===== src/sv/ubmm_pkg.sv =====
// ----------------------------------------------------------------------------
// Unaligned byte-masked memory: shared package
// Field widths, command codes, controller states and the lane selection
// record that passes from the controller to the lane merge logic.
// ----------------------------------------------------------------------------
package ubmm_pkg;

  localparam int ADDR_W = 12;
  localparam int DATA_W = 32;
  localparam int BE_W   = 4;

  localparam logic CMD_READ  = 1'b0;
  localparam logic CMD_WRITE = 1'b1;

  typedef enum logic [2:0] {
    ST_CLEAR,
    ST_IDLE,
    ST_REDUCE,
    ST_INDEX,
    ST_READ,
    ST_MODIFY
  } state_t;

  // Which bank holds the first addressed word, and the byte offset within it.
  typedef struct packed {
    logic       first_odd;
    logic [1:0] offset;
  } lane_sel_t;

endpackage


===== src/sv/ubmm_addr_reduce.sv =====
// ----------------------------------------------------------------------------
// Unaligned byte-masked memory: address reduction
// Takes the byte address modulo the memory span in two registered steps:
// a reciprocal multiply for the quotient, then a multiply and subtract.
// ----------------------------------------------------------------------------
module ubmm_addr_reduce #(
  parameter int SPAN = 4096
) (
  input  logic                       clk,
  input  logic [ubmm_pkg::ADDR_W-1:0] addr,
  output logic [ubmm_pkg::ADDR_W-1:0] addr_mod
);

  // With a 24-bit scale the quotient of a 12-bit address is exact for any span
  // in range, so no correction step is needed afterwards.
  localparam int SH      = 24;
  localparam int RECIP   = (2**SH + SPAN - 1) / SPAN;
  localparam int RECIP_W = $clog2(RECIP + 1);
  localparam int PROD_W  = ubmm_pkg::ADDR_W + RECIP_W;

  logic [PROD_W-1:0]           prod;
  logic [ubmm_pkg::ADDR_W-1:0] quot;
  logic [ubmm_pkg::ADDR_W-1:0] addr_d;
  logic [31:0]                 rem_wide;

  assign prod     = PROD_W'(addr) * PROD_W'(RECIP);
  assign rem_wide = 32'(addr_d) - 32'(quot) * 32'(SPAN);

  always_ff @(posedge clk) begin
    quot     <= ubmm_pkg::ADDR_W'(prod >> SH);
    addr_d   <= addr;
    addr_mod <= ubmm_pkg::ADDR_W'(rem_wide);
  end

endmodule


===== config.mk =====
export PLATFORM = sky130hd
export DESIGN_NAME = ubmm_addr_reduce
export DESIGN_NICKNAME = d
export VERILOG_FILES = /design/src/sv/ubmm_pkg.sv /design/src/sv/ubmm_addr_reduce.sv
export SDC_FILE = /design/constraint.sdc
export NUM_CORES = 1
export LEC_CHECK = 0
export BUFFER_PORTS_ARGS = -buffer_cell sky130_fd_sc_hd__buf_2
export CORE_AREA = 2 2 39 41
export CTS_CLUSTER_SIZE = 40
export DETAILED_ROUTE_END_ITERATION = 16
export DIE_AREA = 0 0 41 43
export GPL_ROUTABILITY_DRIVEN = 1
export PLACE_DENSITY = 0.75
export SLEW_MARGIN = 5
export SYNTH_ARGS = -nofsm -noshare
export SYNTH_HDL_FRONTEND = slang
export SYNTH_SLANG_ARGS = --single-unit

===== constraint.sdc =====
create_clock -name clk -period 1.3 [get_ports clk]
set_clock_uncertainty 0.15 [all_clocks]
set_input_delay 0.13 -clock clk [delete_from_list [all_inputs] [get_ports clk]]
set_output_delay 0.13 -clock clk [all_outputs]
set_load 0.1 [all_outputs]

After elaboration in Yosys (flattened, before gate mapping). Cells that the tools add are included.

Bits in registers: 24. Input bits: 13. Output and inout port bits: 12. Logic and storage cells: 2.

Depth between registers and ports, before layout.
Depth after elaboration: 0. Mapped depth: 0. Gate-level depth less buffers: 0.

Worst setup path before layout. No wires, ideal clock.

Path kind: flip-flop to output port. Start: register addr_mod[0] in the netlist's numbering. End: output port addr_mod[0] in the netlist's numbering. Data arrival time: 0.909 ns. Required time: 1.020 ns. Path slack: 0.111 ns. Stages on the path, launching flop included: 1. Path buffers: 0. Path through: dfxtp_1.

RTL lines: start, declared (RTL line ubmm_addr_reduce.sv:11) `output logic [ubmm_pkg::ADDR_W-1:0] addr_mod`; start signal, assigned (RTL line ubmm_addr_reduce.sv:32) `addr_mod <= ubmm_pkg::ADDR_W'(rem_wide);`.

No word-level cell between the ends.

Worst setup path after layout.
Start: register addr_mod[7] in the netlist's numbering. End: output port addr_mod[7] in the netlist's numbering.

No word-level cell between the ends.

==> flow_summary.json <==
{
  "dp_hpwl_um": 452.6,
  "synth-edff-count": 0,
  "grt_usage_pct": 10.93,
  "cap_violations": 0,
  "antenna_found_initial": 0,
  "fin_crit_sh_pct": 92.12,
  "htree_levels": 1,
  "synth.area.top_cells": "dfxtp_1 100%",
  "cp_max_fo": 1,
  "nets": 78,
  "drive_above_1_share_pct": 43.75,
  "diodes": 0,
  "syn_nets": 37,
  "hold_start": "addr_d[4]",
  "grt_first_pass_wirelength_mm": 1.152,
  "hold_viol": 0,
  "cp.arrival_ps": 920,
  "power_density_nw_per_um2": 1667,
  "cts_made_buffers": 3,
  "cts_tree": "done",
  "clk_latency_ps": 300,
  "tns_ps": 0,
  "yosys_warnings": 0,
  "grt_setup_unrepaired": "no",
  "r2r_cells": 0,
  "rr_endpoint": "addr_mod[11]",
  "combPwrFrac_pct": 16.4,
  "routedWlPerCell_um": 9.350,
  "grt_max_degree": 15,
  "max_slew_margin_pct": 81.58,
  "initial_utilization_pct": 34.72,
  "hold_path_class": "register to register",
  "min_period_ps": 1198,
  "outcome": "finished, final reports clean",
  "root_buffer": "clkbuf_4",
  "power.internal_w": 0.001183,
  "io_pins": 25,
  "yosysTopAreaCell": "dfxtp_1",
  "portBuffers": 24,
  "post-synth-top-count-cell": "dfxtp_1",
  "syn_inst": 24,
  "postRouteWirelength_um": 748,
  "crit_path_end_kind": "output port",
  "min_delay_path_depth": 0,
  "synth_commonest_cells": "24 x dfxtp_1",
  "ys_seq_area_share_pct": 100.0,
  "worstSetupPathType": "register to output port",
  "syn_to_final_growth_pct": 94.79,
  "r2r_slack_ps": 740,
  "cp_top_family": "flip-flops",
  "startpoint_type": "register",
  "power.switching_w": 0.0003773,
  "syn-cell-area_um2": 480.5,
  "postSynthAreaPerCell_um2": 20.02,
  "grt_pass1_vias": 289,
  "drc": 0,
  "ant_nets": 0,
  "clockPowerShare_pct": 32.8,
  "synthArstFlopShare_pct": 0,
  "fp.coreArea_um2": 1384,
  "gp_congestion": 0.4950,
  "crit_chain": "buf_4",
  "worst_slack_ps": 102.5,
  "seqPwrFrac_pct": 50.7,
  "crit_slowest_cell": "dfxtp_1",
  "cp_num_buf_inv": 1,
  "ys_types": 1,
  "slew_violations": 0,
  "leakage_nw": 0.4268,
  "cts.sinks": 24,
  "synth_top_area_share_pct": 100.0,
  "fmax_mhz": 835.1,
  "clk_pin_slew_ps": 130,
  "rows": 14,
  "ys_seq_elements": 24,
  "vias_per_cell": 3.725,
  "clk_path_buf_depth": 2,
  "reg2reg_from": "addr_d[11]",
  "die_w_um": 41,
  "p_sw_share_pct": 24.18,
  "drt_pass1_iterations": 1,
  "critical-path-max-stage-delay_ps": 340,
  "dr.first_iter.drc_count": 0,
  "post-route-util_pct": 67.63,
  "vias": 298,
  "worstPathRequired_ps": 1020,
  "gr-total-overflow": 0,
  "tightestPinTransition_ps": 278.6,
  "die_area_um2": 1763,
  "layout.comb_gates.multi_input": 0,
  "whs_endpoint": "addr_mod[4]",
  "die_y_um": 43,
  "max-vdd-ir-drop_mv": 1.029,
  "dp_worst_setup_slack_ps": 311.2,
  "setup_viol": 0,
  "ys.flop_type": "dfxtp_1",
  "multi_input_area_um2": 0
}
[metrics by stage]
| stage | hold slack [ps] | power, W | instance area (µm²) | instances |
|---|---|---|---|---|
| after floorplan | 7.717 | 0.0009434 | 480.5 | 24 |
| after global placement | 82.56 | 0.001032 | 755.7 | 64 |
| after detailed placement | 83.92 | 0.001035 | 755.7 | 64 |
| after CTS | 190.7 | 0.001571 | 935.9 | 80 |
| after global routing | 196.9 | 0.001617 | 935.9 | 80 |
| final | 188.5 | 0.001560 | 935.9 | 80 |
[layout by cell type (no fill, tap or decap)]
cell type and n:
dfxtp_1 24, dlygate4sd3_1 12, buf_2 12, buf_12 9, clkbuf_4 3, buf_4 3, bufinv_16 1
[area by class of cell]
class	count	area [µm²]
clock buffers	3	22.52
flip-flops and latches	24	480.5
repair buffers	36	382.9
clock inverters	1	30.03
well taps	16	20.02
fillers	103	447.9
[cells by family after synthesis]
group and share of synthesized area, %:
flip-flops 100.0
[routing by layer]
| layer | global-route usage [%] | vias up | wire length, µm |
|---|---|---|---|
| met5 | 0 | - | 0 |
| li1 | - | 152 | - |
| met3 | 6.283 | 2 | 45 |
| met2 | 18.13 | 13 | 408 |
| met1 | 9.524 | 131 | 284 |
| met4 | 6.000 | 0 | 10 |
[how the worst max path moves through the flow]
stage           startpoint     endpoint  depth (start not counted)
3_3_place_gp   addr_mod[7]  addr_mod[7]                          1
2_1_floorplan  addr_mod[0]  addr_mod[0]                          0
3_5_place_dp   addr_mod[7]  addr_mod[7]                          1
4_1_cts        addr_mod[7]  addr_mod[7]                          1
5_1_grt        addr_mod[7]  addr_mod[7]                          1
6_report       addr_mod[7]  addr_mod[7]                          1
[state kept, by name (all words and copies together), names as in the netlist]
register,flops
addr_d,12
addr_mod,12
[power groups by stage]
| stage | clock, W | sequential (W) | combinational, W |
|---|---|---|---|
| after floorplan | 0 | 0.000943 | 0 |
| after global placement | 0 | 0.000807 | 0.000225 |
| after detailed placement | 0 | 0.000809 | 0.000226 |
| after CTS | 0.000521 | 0.000793 | 0.000257 |
| after global routing | 0.000557 | 0.000796 | 0.000264 |
| final | 0.000512 | 0.000792 | 0.000256 |
[timing repair]
item / in CTS / in global routing
gates resized for setup: 3 / 0
hold buffers: 12 / 0
buffers inserted: 0 / 0
setup endpoints to repair: 3 / 0
endpoints found under the hold margin: 12 / 0
Power figures use the tool's default switching activity.
