**src/sv/ubmm_pkg.sv**
```systemverilog
// ----------------------------------------------------------------------------
// Unaligned byte-masked memory: shared package
// Field widths, command codes, controller states and the lane selection
// record that passes from the controller to the lane merge logic.
// ----------------------------------------------------------------------------
package ubmm_pkg;

  localparam int ADDR_W = 12;
  localparam int DATA_W = 32;
  localparam int BE_W   = 4;

  localparam logic CMD_READ  = 1'b0;
  localparam logic CMD_WRITE = 1'b1;

  typedef enum logic [2:0] {
    ST_CLEAR,
    ST_IDLE,
    ST_REDUCE,
    ST_INDEX,
    ST_READ,
    ST_MODIFY
  } state_t;

  // Which bank holds the first addressed word, and the byte offset within it.
  typedef struct packed {
    logic       first_odd;
    logic [1:0] offset;
  } lane_sel_t;

endpackage

```
**src/sv/ubmm_merge.sv**
```systemverilog
// ----------------------------------------------------------------------------
// Unaligned byte-masked memory: lane merge
// Orders the two bank words, assembles read data and merges masked write
// bytes into both words.
// ----------------------------------------------------------------------------
module ubmm_merge (
  input  ubmm_pkg::lane_sel_t          sel,
  input  logic [ubmm_pkg::DATA_W-1:0]  even_word,
  input  logic [ubmm_pkg::DATA_W-1:0]  odd_word,
  input  logic [ubmm_pkg::DATA_W-1:0]  write_data,
  input  logic [ubmm_pkg::BE_W-1:0]    byte_enable,
  output logic [ubmm_pkg::DATA_W-1:0]  read_data,
  output logic [ubmm_pkg::DATA_W-1:0]  new_even,
  output logic [ubmm_pkg::DATA_W-1:0]  new_odd
);

  localparam int PAIR_W  = 2 * ubmm_pkg::DATA_W;
  localparam int LANES   = 2 * ubmm_pkg::BE_W;

  logic [ubmm_pkg::DATA_W-1:0] w_lo;
  logic [ubmm_pkg::DATA_W-1:0] w_hi;
  logic [PAIR_W-1:0]           pair;
  logic [PAIR_W-1:0]           data_sh;
  logic [PAIR_W-1:0]           mask;
  logic [PAIR_W-1:0]           merged;
  logic [LANES-1:0]            en_sh;
  logic [4:0]                  bit_sh;

  assign w_lo   = sel.first_odd ? odd_word  : even_word;
  assign w_hi   = sel.first_odd ? even_word : odd_word;
  assign pair   = {w_hi, w_lo};
  assign bit_sh = {sel.offset, 3'b000};

  assign read_data = ubmm_pkg::DATA_W'(pair >> bit_sh);

  assign en_sh   = LANES'(byte_enable) << sel.offset;
  assign data_sh = PAIR_W'(write_data) << bit_sh;

  always_comb begin
    for (int i = 0; i < LANES; i++) begin
      mask[8*i +: 8] = {8{en_sh[i]}};
    end
  end

  assign merged   = (pair & ~mask) | (data_sh & mask);
  assign new_even = sel.first_odd ? merged[PAIR_W-1:ubmm_pkg::DATA_W]
                                  : merged[ubmm_pkg::DATA_W-1:0];
  assign new_odd  = sel.first_odd ? merged[ubmm_pkg::DATA_W-1:0]
                                  : merged[PAIR_W-1:ubmm_pkg::DATA_W];

endmodule

```
**config.mk**
```make
export PLATFORM = sky130hd
export DESIGN_NAME = ubmm_merge
export DESIGN_NICKNAME = d
export VERILOG_FILES = /design/src/sv/ubmm_pkg.sv /design/src/sv/ubmm_merge.sv
export SDC_FILE = /design/constraint.sdc
export NUM_CORES = 1
export LEC_CHECK = 0
export ABC_AREA = 0
export BUFFER_PORTS_ARGS = -buffer_cell sky130_fd_sc_hd__buf_4
export CORE_MARGIN = 5
export CORE_UTILIZATION = 48
export DETAILED_ROUTE_END_ITERATION = 16
export PLACE_DENSITY = 0.95
export SKIP_LAST_GASP = 1
export SLEW_MARGIN = 5
export SYNTH_ARGS = -nofsm -noshare
export SYNTH_HDL_FRONTEND = slang
export SYNTH_SLANG_ARGS = --single-unit
```
**constraint.sdc**
```tcl
create_clock -name vclk -period 1.8
set_input_delay 0.18 -clock vclk [all_inputs]
set_output_delay 0.18 -clock vclk [all_outputs]
set_load 0.02 [all_outputs]
```
Word-level counts from Yosys, hierarchy flattened
Cells that the tools add are included.
- word-level logic and storage cells: 11
- input bits: 103
- register bits: 0
- output and inout bits: 96
- shift operators: 3
- muxes and demuxes: 4
- bitwise operators: 4
- operators by type and width (operator ; number):
    64-bit bitwise AND ; 2
    32-bit two-way mux ; 4
    64-bit NOT ; 1
    64-bit bitwise OR ; 1
    32-bit by 5-bit left shift with 64-bit output ; 1
    64-bit by 5-bit >> shifter with 32-bit output ; 1
    4-bit by 2-bit left shift with 8-bit output ; 1

Logic depth before layout (Yosys ltp)
- depth in word-level cells: 5
- gate-level depth with buffers: 7
- depth with buffers taken out: 4

Worst setup path after synthesis
Ideal clock, no wire load.
- kind: input -> output
- start: input sel[0] (netlist bit)
- end: output new_even[22] (netlist bit)
- required time: 1.620 ns
- path slack: -0.078 ns
- stages on the path: 7
- data arrival time: 1.698 ns
- buffers on the path: 3
- cell sequence: buf_6 -> buf_2 -> nand3b_1 -> o21ai_1 -> buf_2 -> nor2_1 -> o31ai_1
- longest elaborated chain between the ends: 5
- elaborated cells between the ends (all ways): 7
- those cells by class: shift (2); mux (1); bitwise (4)
- ends and longest elaborated chain (item ; line ; source):
    start: declaration ; ubmm_merge.sv:7 ; input ubmm_pkg::lane_sel_t sel,
    parallel branches: the longest is 3 deep, another holds 32-bit by 5-bit left shift with 64-bit output ; - ;
    64-bit bitwise OR (*) ; ubmm_merge.sv:45 ; assign merged = (pair & ~mask) | (data_sh & mask);
    32-bit two-way mux (*) ; ubmm_merge.sv:46 ; assign new_even = sel.first_odd ? merged[PAIR_W-1:ubmm_pkg::DATA_W]
    end: declaration ; ubmm_merge.sv:13 ; output logic [ubmm_pkg::DATA_W-1:0] new_even,
Mark *: on every way between the ends.

Worst setup path after layout
- start: input sel[0] (netlist bit)
- end: output new_even[6] (netlist bit)
Same word-level chain as after synthesis.

==> metrics.log <==
INFO  metric slew_at_the_pin_closest_to_its_max_slew_limit = 523.2 ps
INFO  metric fmax = 516.0 MHz
INFO  metric core-area = 7647 µm²
INFO  metric cts_hold_buf = 0
INFO  metric placed_area = 5645 µm²
INFO  metric timing.critical_path.cells = buf_12 > buf_12 > nor2b_1 > buf_4 > a2bb2oi_1 > mux2_2 > a21oi_1 > buf_4
INFO  metric finalSetupTns = -583.7 ps
INFO  metric final_max_slew_viol_count = 0
INFO  metric slew_headroom = 64.12%
INFO  metric die_width = 98.17 µm
INFO  metric yosysUniqueCellTypes = 33
INFO  metric avgRoutedWirePerCell = 26.00 µm
INFO  metric min_period_over_period = 107.7%
INFO  metric max_cap_violations = 0
INFO  metric cp_slowest_stage_delay = 400 ps
INFO  metric dp_hpwl = 14080 µm
INFO  metric design_area = 6165 µm²
INFO  metric most-common-layout-cells = 216 x sky130_fd_sc_hd__buf_4, 70 x sky130_fd_sc_hd__mux2_2, 56 x sky130_fd_sc_hd__mux2i_1
INFO  metric grt_setup_unrepaired = true
INFO  metric ant_nets = 0
INFO  metric postSynthNetCount = 589
INFO  metric floorplan.die.height = 98.17 µm
INFO  metric vias = 5554
INFO  metric num_antenna_cells = 0
INFO  metric cp_num_buf_inv = 4
INFO  metric first_global_vias = 5238
INFO  metric ys_seq_area_share = 0%
INFO  metric grt_start_max_net_pins = 52
INFO  metric start_kind = input port
INFO  metric routed_via_density = 6.969
INFO  metric critPathLaunch = sel[0]
INFO  metric violated_checks = negative setup slack
INFO  metric layout.area.seq = 0 µm²
INFO  metric initial_core_util = 48.79%
INFO  metric postSynthCellCount = 486
INFO  metric timing.final.ws_setup = -138.1 ps
INFO  metric number_of_antenna_violations_at_the_first_check_in_global_routing = 0
INFO  metric drt_first_iter_violations = 804
INFO  metric critical-path-slowest-cell = sky130_fd_sc_hd__a2bb2oi_1
INFO  metric run_status = complete, but fails checks
INFO  metric synthesis.yosys.warnings = 0
INFO  metric cpLargestDelayFamily = buffers and inverters
INFO  metric die_area = 9636 µm²
INFO  metric vdd_ir_drop_max = 0.0003151 V
INFO  metric placement_rows = 32
INFO  metric detailed_route_wire_length = 20720 µm
INFO  metric power_density = 404.6 nW/µm²
INFO  metric p_leak = 2.867 nW
INFO  metric groute.usage.overall = 35.68%
INFO  metric syn-mean-instance-area = 7.677 µm²
INFO  metric setup.worst_path.end_class = output pin
INFO  metric endpoint = new_even[6]
INFO  metric setup-violations-final = 21
INFO  metric count_of_buffers_inserted_at_the_top_level_ports = 199
INFO  metric firstDrtPassIters = 7
INFO  metric critPathArrivalTime = 1760 ps
INFO  metric synth.cell_area = 3731 µm²
INFO  metric layout_commonest_cell = sky130_fd_sc_hd__buf_4
INFO  metric num_io_pins = 199
INFO  metric grt_first_pass_wirelength = 28110 µm
INFO  metric drc_errors = 0
INFO  metric design.seq.count = 0
INFO  metric grt_overflow_total = 0
INFO  metric critical_path_peak_fanout = 14
INFO  metric final_net_count = 800
INFO  metric syn_to_final_growth = 65.22%
INFO  metric place_congestion = 1.099
INFO  metric cp.required = 1620 ps
INFO  metric hold_viol_final = 0
INFO  metric critical_path_depth = 8
INFO  metric criticalPathCategory = in -> out
INFO  metric timing.hold.worst.class = in -> out
INFO  metric drive_above_1_share = 60.29%
INFO  metric clkbuf_count = 0
INFO  metric min_period = 1938 ps
-- per-stage QoR --
step	hold WS (ps)	util [%]	total power, mW	cells	worst slack (ps)
after floorplan	550.8	-	1.226	486	61.09
after global placement	696.1	73.82	2.123	783	-14.50
after detailed placement	699.4	73.82	2.185	783	-88.30
after CTS	702.5	76.57	2.252	793	-11.46
after global routing	718.9	80.61	2.589	797	-127.8
final	701.6	80.61	2.494	797	-138.1
-- Yosys cell counts --
cell / instances / area [µm²]
sky130_fd_sc_hd__nor2_2: 1 / 6.260
sky130_fd_sc_hd__nor3b_2: 1 / 12.51
sky130_fd_sc_hd__a2bb2oi_1: 2 / 17.52
sky130_fd_sc_hd__nor2_1: 34 / 127.6
sky130_fd_sc_hd__nor2b_1: 17 / 106.4
sky130_fd_sc_hd__buf_1: 5 / 18.77
sky130_fd_sc_hd__o22ai_1: 8 / 50.05
sky130_fd_sc_hd__nand2_1: 57 / 214.0
sky130_fd_sc_hd__a22oi_1: 6 / 45.04
sky130_fd_sc_hd__buf_6: 3 / 33.78
sky130_fd_sc_hd__mux2_4: 10 / 150.1
sky130_fd_sc_hd__inv_1: 9 / 33.78
sky130_fd_sc_hd__buf_4: 2 / 15.01
sky130_fd_sc_hd__nand2b_1: 18 / 112.6
sky130_fd_sc_hd__o21ai_0: 9 / 45.04
sky130_fd_sc_hd__o21ai_1: 1 / 5.000
sky130_fd_sc_hd__a221oi_1: 6 / 52.55
sky130_fd_sc_hd__nand3_1: 1 / 5.000
sky130_fd_sc_hd__o21ai_2: 1 / 8.760
sky130_fd_sc_hd__o21a_1: 1 / 7.510
sky130_fd_sc_hd__a211oi_1: 26 / 195.2
sky130_fd_sc_hd__buf_2: 23 / 115.1
sky130_fd_sc_hd__a21oi_1: 24 / 120.1
sky130_fd_sc_hd__o31ai_1: 8 / 60.06
sky130_fd_sc_hd__inv_2: 1 / 3.750
sky130_fd_sc_hd__and3_1: 1 / 6.260
sky130_fd_sc_hd__mux2i_1: 70 / 700.7
sky130_fd_sc_hd__o211ai_1: 8 / 60.06
sky130_fd_sc_hd__mux4_2: 8 / 180.2
sky130_fd_sc_hd__nand3b_1: 2 / 15.01
sky130_fd_sc_hd__clkbuf_1: 16 / 60.06
sky130_fd_sc_hd__mux2_2: 84 / 945.9
sky130_fd_sc_hd__a31o_2: 23 / 201.4
-- power breakdown --
group,leakage [nW],switching (mW),internal [mW],total [mW]
combinational,2.87,1.31,1.19,2.49
sequential,0,0,0,0
clock,0,0,0,0
-- routing by layer --
layer / routed length (µm) / track usage (%)
met5: 0 / 0
met3: 3152 / 7.500
met1: 6751 / 43.10
met2: 9222 / 60.10
met4: 1594 / 17.23
-- timing repair --
action	CTS	global route
setup endpoints to repair	32	64
pin swaps	2	4
cloned	4	3
setup buffers	6	3
resized for setup	14	65
-- kinds of logic (layout without fill, tap and decap cells) --
family / after synthesis / in the layout / share of synthesized area, %
buf+inv: 59 / 268 / 7.512
simple gates: 132 / 132 / 16.23
mux: 172 / 172 / 52.98
compound gates: 123 / 123 / 23.27
-- worst min path at each step --
stage | from | endpoint | slack, ps | cells past startpoint
2_1_floorplan | even_word[24] | new_even[24] | 550 | 1
3_3_place_gp | odd_word[28] | new_odd[28] | 700 | 3
3_5_place_dp | odd_word[26] | new_odd[26] | 700 | 3
4_1_cts | odd_word[26] | new_odd[26] | 700 | 3
5_1_grt | even_word[25] | new_even[25] | 720 | 3
6_report | even_word[24] | new_even[24] | 700 | 3
-- layout make-up --
class,count,area (µm²)
multi-input cells,427,3675
repair buffers,258,2325
fillers,441,1483
well taps,102,127.6
inverters,10,37.54
-- worst min-delay path, stage by stage --
cell and delay (ps):
sky130_fd_sc_hd__buf_4 80, sky130_fd_sc_hd__mux2_2 130, sky130_fd_sc_hd__buf_4 130
No activity file was read; power rests on OpenSTA's default activity.
